$ cat config.mk
export PLATFORM = sky130hd
export DESIGN_NAME = ir_ring_direction_finder
export DESIGN_NICKNAME = d
export VERILOG_FILES = /design/src/design/irdf_pkg.sv /design/src/design/ir_ring_direction_finder.sv
export SDC_FILE = /design/constraint.sdc
export NUM_CORES = 1
export LEC_CHECK = 0
export BUFFER_PORTS_ARGS = -buffer_cell sky130_fd_sc_hd__buf_2
export CAP_MARGIN = 10
export CORE_UTILIZATION = 68
export CTS_CLUSTER_DIAMETER = 120
export CTS_CLUSTER_SIZE = 14
export DETAILED_ROUTE_END_ITERATION = 16
export PLACE_DENSITY = 0.92
export SETUP_SLACK_MARGIN = 0.15
export SYNTH_ARGS = -nofsm -noshare
export SYNTH_HDL_FRONTEND = slang
export SYNTH_SLANG_ARGS = --single-unit
$ cat constraint.sdc
create_clock -name clk -period 8.4 [get_ports clk]
set_input_delay 0.84 -clock clk [delete_from_list [all_inputs] [get_ports clk]]
set_output_delay 0.84 -clock clk [all_outputs]
set_load 0.005 [all_outputs]
$ cat src/design/irdf_pkg.sv
// Shared types, constants and the sensor angle table of the IR ring direction finder.
`default_nettype none
package irdf_pkg;
    localparam int Sensors = 16;
    localparam int CountBits = 16;
    localparam int IdxBits = $clog2(Sensors);
    localparam int RespBits = $clog2(Sensors + 1);
    localparam int LimitBits = 5;
    localparam int CfgIndexBits = 8;
    localparam int AngleBits = 16;

    typedef logic [CountBits-1:0] count_t;
    typedef logic [IdxBits-1:0] idx_t;
    typedef logic [RespBits-1:0] resp_t;
    typedef logic [LimitBits-1:0] limit_t;
    typedef logic [CfgIndexBits-1:0] cfg_index_t;
    typedef logic signed [AngleBits-1:0] angle_t;

    typedef enum logic [CfgIndexBits-1:0] {
        REG_FAR_LIMIT    = 8'd0,
        REG_MIDDLE_LIMIT = 8'd1
    } cfg_reg_t;

    typedef enum logic [1:0] {
        DIST_FAR    = 2'd0,
        DIST_MIDDLE = 2'd1,
        DIST_NEAR   = 2'd2
    } dist_t;

    localparam limit_t FarLimitReset = 5'd3;
    localparam limit_t MiddleLimitReset = 5'd8;
    localparam angle_t BackAngle = 16'sd18000;
    localparam idx_t BackLeftIdx = 4'd7;
    localparam idx_t BackRightIdx = 4'd8;

    function automatic angle_t angle_of(input idx_t i);
        angle_t a;
        case (i)
            4'd0:    a = 16'sd1125;
            4'd1:    a = 16'sd3375;
            4'd2:    a = 16'sd5625;
            4'd3:    a = 16'sd7875;
            4'd4:    a = 16'sd10125;
            4'd5:    a = 16'sd12375;
            4'd6:    a = 16'sd14625;
            4'd7:    a = 16'sd16875;
            4'd8:    a = -16'sd16875;
            4'd9:    a = -16'sd14625;
            4'd10:   a = -16'sd12375;
            4'd11:   a = -16'sd10125;
            4'd12:   a = -16'sd7875;
            4'd13:   a = -16'sd5625;
            4'd14:   a = -16'sd3375;
            default: a = -16'sd1125;
        endcase
        return a;
    endfunction
endpackage
`default_nettype wire

$ cat src/design/ir_ring_direction_finder.sv
// Top level: hit counters, sequential scan and result register of the IR ring direction finder.
`default_nettype none
// Each pin sample beat taken while idle bumps the saturating hit counter
// of every sensor that sees light. A beat marked window_end also starts a
// scan that walks the 16 counters one per cycle through a single compare
// unit; a finish state then forms direction and distance and clears the
// counters, waiting there while the previous result has not yet been taken,
// before the next sample is taken. in_stall is high during the scan and the
// finish state. Configuration writes are taken at any time (cfg_ready
// stays high); indexes other than 0 and 1 are ignored.
module ir_ring_direction_finder (
    input  wire logic                        clk,
    input  wire logic                        rst_n,
    input  wire logic                        in_valid,
    output logic                             in_stall,
    input  wire logic [15:0]                 pin_levels,
    input  wire logic                        window_end,
    output logic                             out_valid,
    input  wire logic                        out_stall,
    output logic                             ball_seen,
    output logic signed [15:0]               direction_centideg,
    output logic [1:0]                       distance_class,
    output logic [4:0]                       responders,
    input  wire logic                        cfg_valid,
    output logic                             cfg_ready,
    input  wire irdf_pkg::cfg_index_t        cfg_index,
    input  wire irdf_pkg::limit_t            cfg_data
);
    import irdf_pkg::*;

    typedef enum logic [1:0] {
        ST_IDLE,
        ST_SCAN,
        ST_FINISH
    } state_t;

    state_t state_reg, state_next;
    count_t counts_reg [Sensors];
    idx_t   idx_reg, idx_next;
    count_t best_reg, best_next;
    resp_t  resp_reg, resp_next;
    idx_t   first_reg, first_next;
    idx_t   tie_reg, tie_next;
    logic   has_tie_reg, has_tie_next;
    limit_t far_limit_reg, middle_limit_reg;

    logic   out_valid_reg, out_valid_next;
    logic   ball_seen_reg, ball_seen_next;
    angle_t dir_reg, dir_next;
    dist_t  dist_reg, dist_next;
    resp_t  resp_out_reg, resp_out_next;

    logic   in_take;
    logic   clear_counts;
    count_t cur;
    angle_t ang_first, ang_tie;
    logic signed [AngleBits:0] ang_sum, ang_half;

    assign in_take   = in_valid && !in_stall;
    assign in_stall  = (state_reg != ST_IDLE);
    assign cfg_ready = 1'b1;
    assign cur       = counts_reg[idx_reg];
    assign ang_first = angle_of(first_reg);
    assign ang_tie   = angle_of(tie_reg);
    assign ang_sum   = {ang_first[AngleBits-1], ang_first} + {ang_tie[AngleBits-1], ang_tie};
    assign ang_half  = (ang_sum + {{AngleBits{1'b0}}, ang_sum[AngleBits]}) >>> 1;

    always_comb
    begin
        state_next     = state_reg;
        idx_next       = idx_reg;
        best_next      = best_reg;
        resp_next      = resp_reg;
        first_next     = first_reg;
        tie_next       = tie_reg;
        has_tie_next   = has_tie_reg;
        out_valid_next = out_valid_reg && out_stall;
        ball_seen_next = ball_seen_reg;
        dir_next       = dir_reg;
        dist_next      = dist_reg;
        resp_out_next  = resp_out_reg;
        clear_counts   = 1'b0;
        unique case (state_reg)
            ST_IDLE:
            begin
                if (in_take && window_end)
                begin
                    state_next   = ST_SCAN;
                    idx_next     = '0;
                    best_next    = '0;
                    resp_next    = '0;
                    first_next   = '0;
                    tie_next     = '0;
                    has_tie_next = 1'b0;
                end
            end
            ST_SCAN:
            begin
                if (cur != '0)
                begin
                    resp_next = resp_reg + resp_t'(1);
                    if (cur > best_reg)
                    begin
                        best_next    = cur;
                        first_next   = idx_reg;
                        has_tie_next = 1'b0;
                    end
                    else if (cur == best_reg)
                    begin
                        tie_next     = idx_reg;
                        has_tie_next = 1'b1;
                    end
                end
                idx_next = idx_reg + idx_t'(1);
                if (idx_reg == idx_t'(Sensors - 1))
                    state_next = ST_FINISH;
            end
            ST_FINISH:
            begin
                if (!out_valid_reg || !out_stall)
                begin
                    clear_counts   = 1'b1;
                    out_valid_next = 1'b1;
                    ball_seen_next = (best_reg != '0);
                    resp_out_next  = resp_reg;
                    if (best_reg == '0)
                    begin
                        dir_next  = '0;
                        dist_next = DIST_FAR;
                    end
                    else
                    begin
                        if (resp_reg <= far_limit_reg)
                            dist_next = DIST_FAR;
                        else if (resp_reg <= middle_limit_reg)
                            dist_next = DIST_MIDDLE;
                        else
                            dist_next = DIST_NEAR;
                        if (!has_tie_reg)
                            dir_next = ang_first;
                        else if (first_reg == BackLeftIdx && tie_reg == BackRightIdx)
                            dir_next = BackAngle;
                        else
                            dir_next = ang_half[AngleBits-1:0];
                    end
                    state_next = ST_IDLE;
                end
            end
            default:
            begin
                state_next = ST_IDLE;
            end
        endcase
    end

    always_ff @(posedge clk or negedge rst_n)
    begin
        if (!rst_n)
        begin
            state_reg     <= ST_IDLE;
            out_valid_reg <= 1'b0;
            idx_reg       <= '0;
            best_reg      <= '0;
            resp_reg      <= '0;
            first_reg     <= '0;
            tie_reg       <= '0;
            has_tie_reg   <= 1'b0;
            ball_seen_reg <= 1'b0;
            dir_reg       <= '0;
            dist_reg      <= DIST_FAR;
            resp_out_reg  <= '0;
        end
        else
        begin
            state_reg     <= state_next;
            out_valid_reg <= out_valid_next;
            idx_reg       <= idx_next;
            best_reg      <= best_next;
            resp_reg      <= resp_next;
            first_reg     <= first_next;
            tie_reg       <= tie_next;
            has_tie_reg   <= has_tie_next;
            ball_seen_reg <= ball_seen_next;
            dir_reg       <= dir_next;
            dist_reg      <= dist_next;
            resp_out_reg  <= resp_out_next;
        end
    end

    always_ff @(posedge clk or negedge rst_n)
    begin
        if (!rst_n)
        begin
            for (int i = 0; i < Sensors; i++)
                counts_reg[i] <= '0;
        end
        else if (clear_counts)
        begin
            for (int i = 0; i < Sensors; i++)
                counts_reg[i] <= '0;
        end
        else if (in_take)
        begin
            for (int i = 0; i < Sensors; i++)
            begin
                if (!pin_levels[i] && counts_reg[i] != '1)
                    counts_reg[i] <= counts_reg[i] + count_t'(1);
            end
        end
    end

    always_ff @(posedge clk or negedge rst_n)
    begin
        if (!rst_n)
        begin
            far_limit_reg    <= FarLimitReset;
            middle_limit_reg <= MiddleLimitReset;
        end
        else if (cfg_valid && cfg_ready)
        begin
            unique case (cfg_index)
                REG_FAR_LIMIT:    far_limit_reg <= cfg_data;
                REG_MIDDLE_LIMIT: middle_limit_reg <= cfg_data;
                default:          ;
            endcase
        end
    end

    assign out_valid          = out_valid_reg;
    assign ball_seen          = ball_seen_reg;
    assign direction_centideg = dir_reg;
    assign distance_class     = dist_reg;
    assign responders         = resp_out_reg;

    a_seen_matches_resp: assert property (@(posedge clk) disable iff (!rst_n)
        out_valid |-> (ball_seen == (responders != '0)))
        else $error("ball_seen disagrees with responders");

    a_no_ball_zero: assert property (@(posedge clk) disable iff (!rst_n)
        (out_valid && !ball_seen) |-> (direction_centideg == '0 && distance_class == DIST_FAR))
        else $error("no-ball result carries direction or distance");

    a_end_starts_scan: assert property (@(posedge clk) disable iff (!rst_n)
        (in_valid && !in_stall && window_end) |=> in_stall)
        else $error("window end beat did not start the scan");

    a_dist_code: assert property (@(posedge clk) disable iff (!rst_n)
        out_valid |-> (distance_class != 2'd3))
        else $error("distance class out of range");
endmodule
`default_nettype wire
; ---- Word-level counts from Yosys, hierarchy flattened
; Memories as Yosys holds them, arrays and structs flattened.
; Cells that the tools add are included.
[word_totals]
mem_bits_ro = 480
word_cells = 233
input_bits = 35
regBits = 327
memories = 2
output_inout_bits = 27
[mem_list]
columns = name, depth, word_bits, read_ports, rd_clocked_by_memory_dff, wr, line
row1 = (no name shown), 16, 15, 1, 0, 0, irdf_pkg.sv:38  ; case (i)
row2 = (no name shown), 16, 15, 1, 0, 0, irdf_pkg.sv:38
[classes]
bitwise = 1
n_reduce_logical = 89
add_sub_neg = 20
eq_ne = 31
n_mux = 56
magnitude_cmp = 4
[ops]
columns = operator, count
row1 = $mux W256, 2
row2 = $mux W16, 24
row3 = $add A16 B1 Y16 const B, 16
row4 = $ne A16 B16 Y1 const B, 16
row5 = $bmux W16 S4, 1
row6 = $reduce_and A2 Y1, 20
row7 = $reduce_bool A2 Y1, 19
row8 = $pmux W16 S2, 1
row9 = $reduce_bool A16 Y1, 2
row10 = $mux W4, 6
row11 = $pmux W4 S2, 3
row12 = $logic_and A1 B1 Y1, 20
row13 = $logic_not A1 Y1, 19
row14 = $add A16 B16 Y17, 1
row15 = $add A17 B1 Y17, 1
row16 = $eq A16 B16 Y1, 1
row17 = $gt A16 B16 Y1, 1
row18 = $logic_not A16 Y1, 1
row19 = $ne A2 B2 Y1 const B, 7
row20 = $mux W2, 6
row21 = $le A5 B5 Y1, 2
row22 = $mux W5, 2
row23 = $pmux W5 S2, 1
row24 = $eq A4 B4 Y1 const B, 2
row25 = 18 further kinds, 27

; ---- Longest topological paths before layout
[logic_depth]
depth_word = 9
ltp_mapped = 17
depth_no_buf = 14

; ---- Worst setup path after synthesis
; Ideal clock, no wire load.
[synth_path]
path_kind = flip-flop to flip-flop
start = register idx_reg[1]
end = register best_reg[0]
arrival_ns = 3.444
stages_incl_launch_ff = 17
setup_ns = 0.128
required_time_ns = 8.272
path_slack_ns = 4.829
period_less_slack_ns = 3.571
path_buffers = 4
path_cell_list = dfrtp_1 -> buf_2 -> buf_2 -> buf_1 -> mux4_2 -> a22oi_1 -> nand2_1 -> ha_1 -> o21a_1 -> o21ai_0 -> a21oi_1 -> or4_1 -> o21ai_0 -> a21oi_1 -> o21ai_2 -> buf_6 -> mux2_1
[synth_between]
elab_chain_len = 7
word_cells_on_any_way = 12
classes_between = 1 x order compare / 2 x eq/ne / 6 x mux / 1 x bitwise / 2 x reduce/logical
[synth_lines]
columns = element, line
row1 = from (decl), ir_ring_direction_finder.sv:39  ; idx_t idx_reg, idx_next;
row2 = from (signal assigned), ir_ring_direction_finder.sv:177  ; idx_reg <= idx_next;
row3 = $not A4 Y5 (implied by the code) *, ir_ring_direction_finder.sv:62  ; assign cur = counts_reg[idx_reg];
row4 = $bmux W16 S4 *, ir_ring_direction_finder.sv:62
row5 = $mux W16 (implied by the code) * (2 in series), ir_ring_direction_finder.sv:62
row6 = $gt A16 B16 Y1 (tied with other cells), ir_ring_direction_finder.sv:102  ; if (cur > best_reg)
row7 = $ne A2 B2 Y1 (no source line) or $mux W16 (tied branches), n/a
row8 = $reduce_and A4 Y1 (no source line) or $pmux W16 S2 (tied branches), n/a
row9 = to (signal assigned), ir_ring_direction_finder.sv:178  ; best_reg <= best_next;
row10 = to (decl), ir_ring_direction_finder.sv:40  ; count_t best_reg, best_next;
; Every way passes the cells marked *; elsewhere a longest branch is shown, timed or not. The select of a mux whose other input is x is not followed.
; A chain may end at the register's enable or synchronous reset.

; ---- Worst setup path after layout
[layout_path]
start = register idx_reg[0]
end = register best_reg[0]
; The elaborated chain is that of the path after synthesis.

==> results.ini <==
[pwr]
pwr_density_cell_mw_per_mm2 = 272.6
irDropWorstVdd_v = 0.0002079
leakage_nw = 9.251

[clock_network]
clock-sinks = 327
clk_latency_ns = 0.58
cts_hold_buf = 0
post_cts_buffers = 0
root_buffer = clkbuf_16
cts_max_level = 1
cts_buffers = 27
clk_pin_slew_ns = 0.08
cts_tree = done
clock_path_buffers = 3
cts_resized = 0

[synthesis]
yosysWarnings = 0
synth_top_area_share_pct = 41.66
syn-num-nets = 2116
ys_ff_latch = 327
synth-edff-count = 0
synth_ff_type = dfrtp_1
synth_area_mm2 = 0.01946
synthCells = 2008
synth_area_leaders = dfrtp_1 (42%), mux4_2 (7.4%), xor2_1 (6.9%)
avgSynthCellArea_um2 = 9.691
async_reset_ff_share_pct = 100.0
synth.distinct_cells = 69
ys_seq_area_share_pct = 42.07
yosysTopAreaCell = dfrtp_1

[layout]
layout-drive-gt1-share_pct = 10.04
syn_to_final_growth_pct = 6.655
largest_reg_flops = 256
mostFrequentLayoutCells = nor2_1 (330), dfrtp_1 (322), nand2_1 (185)
fillers = 1866
layout.nets = 2138
antenna_cells = 0
final_common_cell = nor2_1

[placement]
port_buffers = 60
dp_slack_ns = 3.434
gp_congestion = 0.9735
hpwlAfterDp_um = 35580

[timing]
hold_viol = 0
fin_skew_ns = 0.03834
finalMaxSlewViolations = 0
max_freq_ghz = 0.2005
tns_ns = 0
min_period_ns = 4.987
grt_setup_unrepaired = false
setup_ws_ns = 3.413
period_share_pct = 59.37
tightest_slew_ns = 1.195
setup_violations = 0
maxSlewHeadroom_pct = 20.30

[route]
vias = 16080
drtPass1Iterations = 8
post_drt_wl_per_cell_um = 21.03
postRouteAntennaNets = 0
drcViolationCount = 0
drtIter0Drc = 1970
routed_wl_um = 50900
via_per_inst = 6.644

[worst_setup_path]
worst_setup_path_end_kind = register
r2r_slack_ns = 3.41
cp-startpoint = idx_reg[0]$_DFFE_PN0P_
crit_fanout = 37
worstPathBufferInverterCount = 2
cp_slowest_cell = dfrtp_4
rr_worst_depth = 13
max_stage_delay_ns = 0.85
crit-reg2reg-capture = best_reg[0]$_DFFE_PN0P_
arrival_ns = 5.41
crit_chain = buf_4, mux4_2, a22oi_1, nand2_1, ha_1, a2111oi_0, a21oi_1, or4_1, o21ai_0, a21oi_1, o21ai_2, buf_4, mux2_1
cp_top_family = compound AO/OA/AOI/OAI gates
startpoint_type = register
crit_type = register to register
required_ns = 8.82
r2r-start = idx_reg[0]$_DFFE_PN0P_

[grt]
antenna_found_initial = 0
track_usage_pct = 35.84
grt-ovfl-total = 0
grt_pass1_wl_um = 81790
first_global_vias = 15710
grt_max_degree = 186

[outcome]
status = finished clean

[floorplanning]
die_w_um = 171.2
core_area_mm2 = 0.02793
die-height_um = 171.2
io_pins = 62
start_util_pct = 69.66
row_count = 61
dieArea_mm2 = 0.02930

[flow_run]
maxCapViolations = 0

[hold_path]
min_path_type = primary input to async pin

## worst max path at each step
| stage | slack (ns) | depth (start not counted) | to |
|---|---|---|---|
| 2_1_floorplan | 4.83 | 16 | best_reg[0]$_DFFE_PN0P_ |
| 3_3_place_gp | 3.52 | 13 | best_reg[0]$_DFFE_PN0P_ |
| 5_1_grt | 3.03 | 13 | best_reg[0]$_DFFE_PN0P_ |
| 6_report | 3.41 | 13 | best_reg[0]$_DFFE_PN0P_ |
| 4_1_cts | 3.38 | 13 | best_reg[0]$_DFFE_PN0P_ |
| 3_5_place_dp | 3.43 | 13 | best_reg[0]$_DFFE_PN0P_ |
## synth_stat cells (all sizes together) (28+ instances only)
cell type / number
nand3: 93
ha: 72
nand4: 59
o21ai: 82
clkbuf: 58
inv: 62
o22ai: 28
nor2: 330
nand2: 185
mux4: 64
xor2: 153
a21oi: 62
dfrtp: 324
and3: 36
xnor2: 67
mux2i: 41
## per-stage QoR
stage | std cells | power (mW) | util, % | hold WS, ns | instance area [um2]
finish | 2420 | 5.659 | 74.30 | 0.2648 | 20750
global route | 2420 | 5.966 | 74.30 | 0.3111 | 20750
CTS | 2420 | 5.612 | 74.30 | 0.2683 | 20750
detailed placement | 2379 | 4.438 | 71.65 | 0.4606 | 20010
global placement | 2379 | 4.331 | 71.65 | 0.4532 | 20010
floorplan | 2008 | 3.860 | - | 0.4643 | 19460
## layer usage
| layer | routed length [um] | vias to the layer above | global-route usage (%) |
|---|---|---|---|
| met3 | 4465 | 197 | 6.130 |
| met4 | 2524 | 0 | 16.23 |
| met2 | 24200 | 933 | 58.61 |
| met5 | 0 | - | 0 |
| li1 | - | 7131 | - |
| met1 | 19710 | 7817 | 47.01 |
## cells by family after synthesis
kind of cell	Yosys count	synth area share (%)
AND/OR/NAND/NOR	847	20.48
flip-flops	327	42.07
AO/OA/AOI/OAI	284	9.587
XOR/XNOR	220	9.902
buffers and inverters	139	2.996
multiplexers	117	10.21
adder cells (fa/ha/maj)	73	4.732
other	1	0.01927
## power by group
group	switching, mW	leakage (nW)	internal, mW
clock network	0.576	0.357	0.592
registers	0.431	4.40	1.81
logic	1.25	4.49	0.999
total	2.26	9.25	3.40
## cell type report
class                           count  area, um2  share of cell area, %
Clock inverter                      2      20.02                0.09646
Inverter                           62      232.7                  1.121
Sequential cell                   327       8192                  39.47
Clock buffer                       39      720.7                  3.472
Timing Repair Buffer               70      410.4                  1.977
Tap cell                          378      473.0                  2.279
Multi-Input combinational cell   1542      10710                  51.59
## worst register-to-register path, stage by stage (launching register included)
cell,delay (ns)
dfrtp_4,0.85
buf_4,0.64
mux4_2,0.58
a22oi_1,0.25
nand2_1,0.16
ha_1,0.34
a2111oi_0,0.43
a21oi_1,0.13
or4_1,0.41
o21ai_0,0.12
a21oi_1,0.11
o21ai_2,0.11
buf_4,0.32
mux2_1,0.37
No activity file was read; power rests on OpenSTA's default activity.
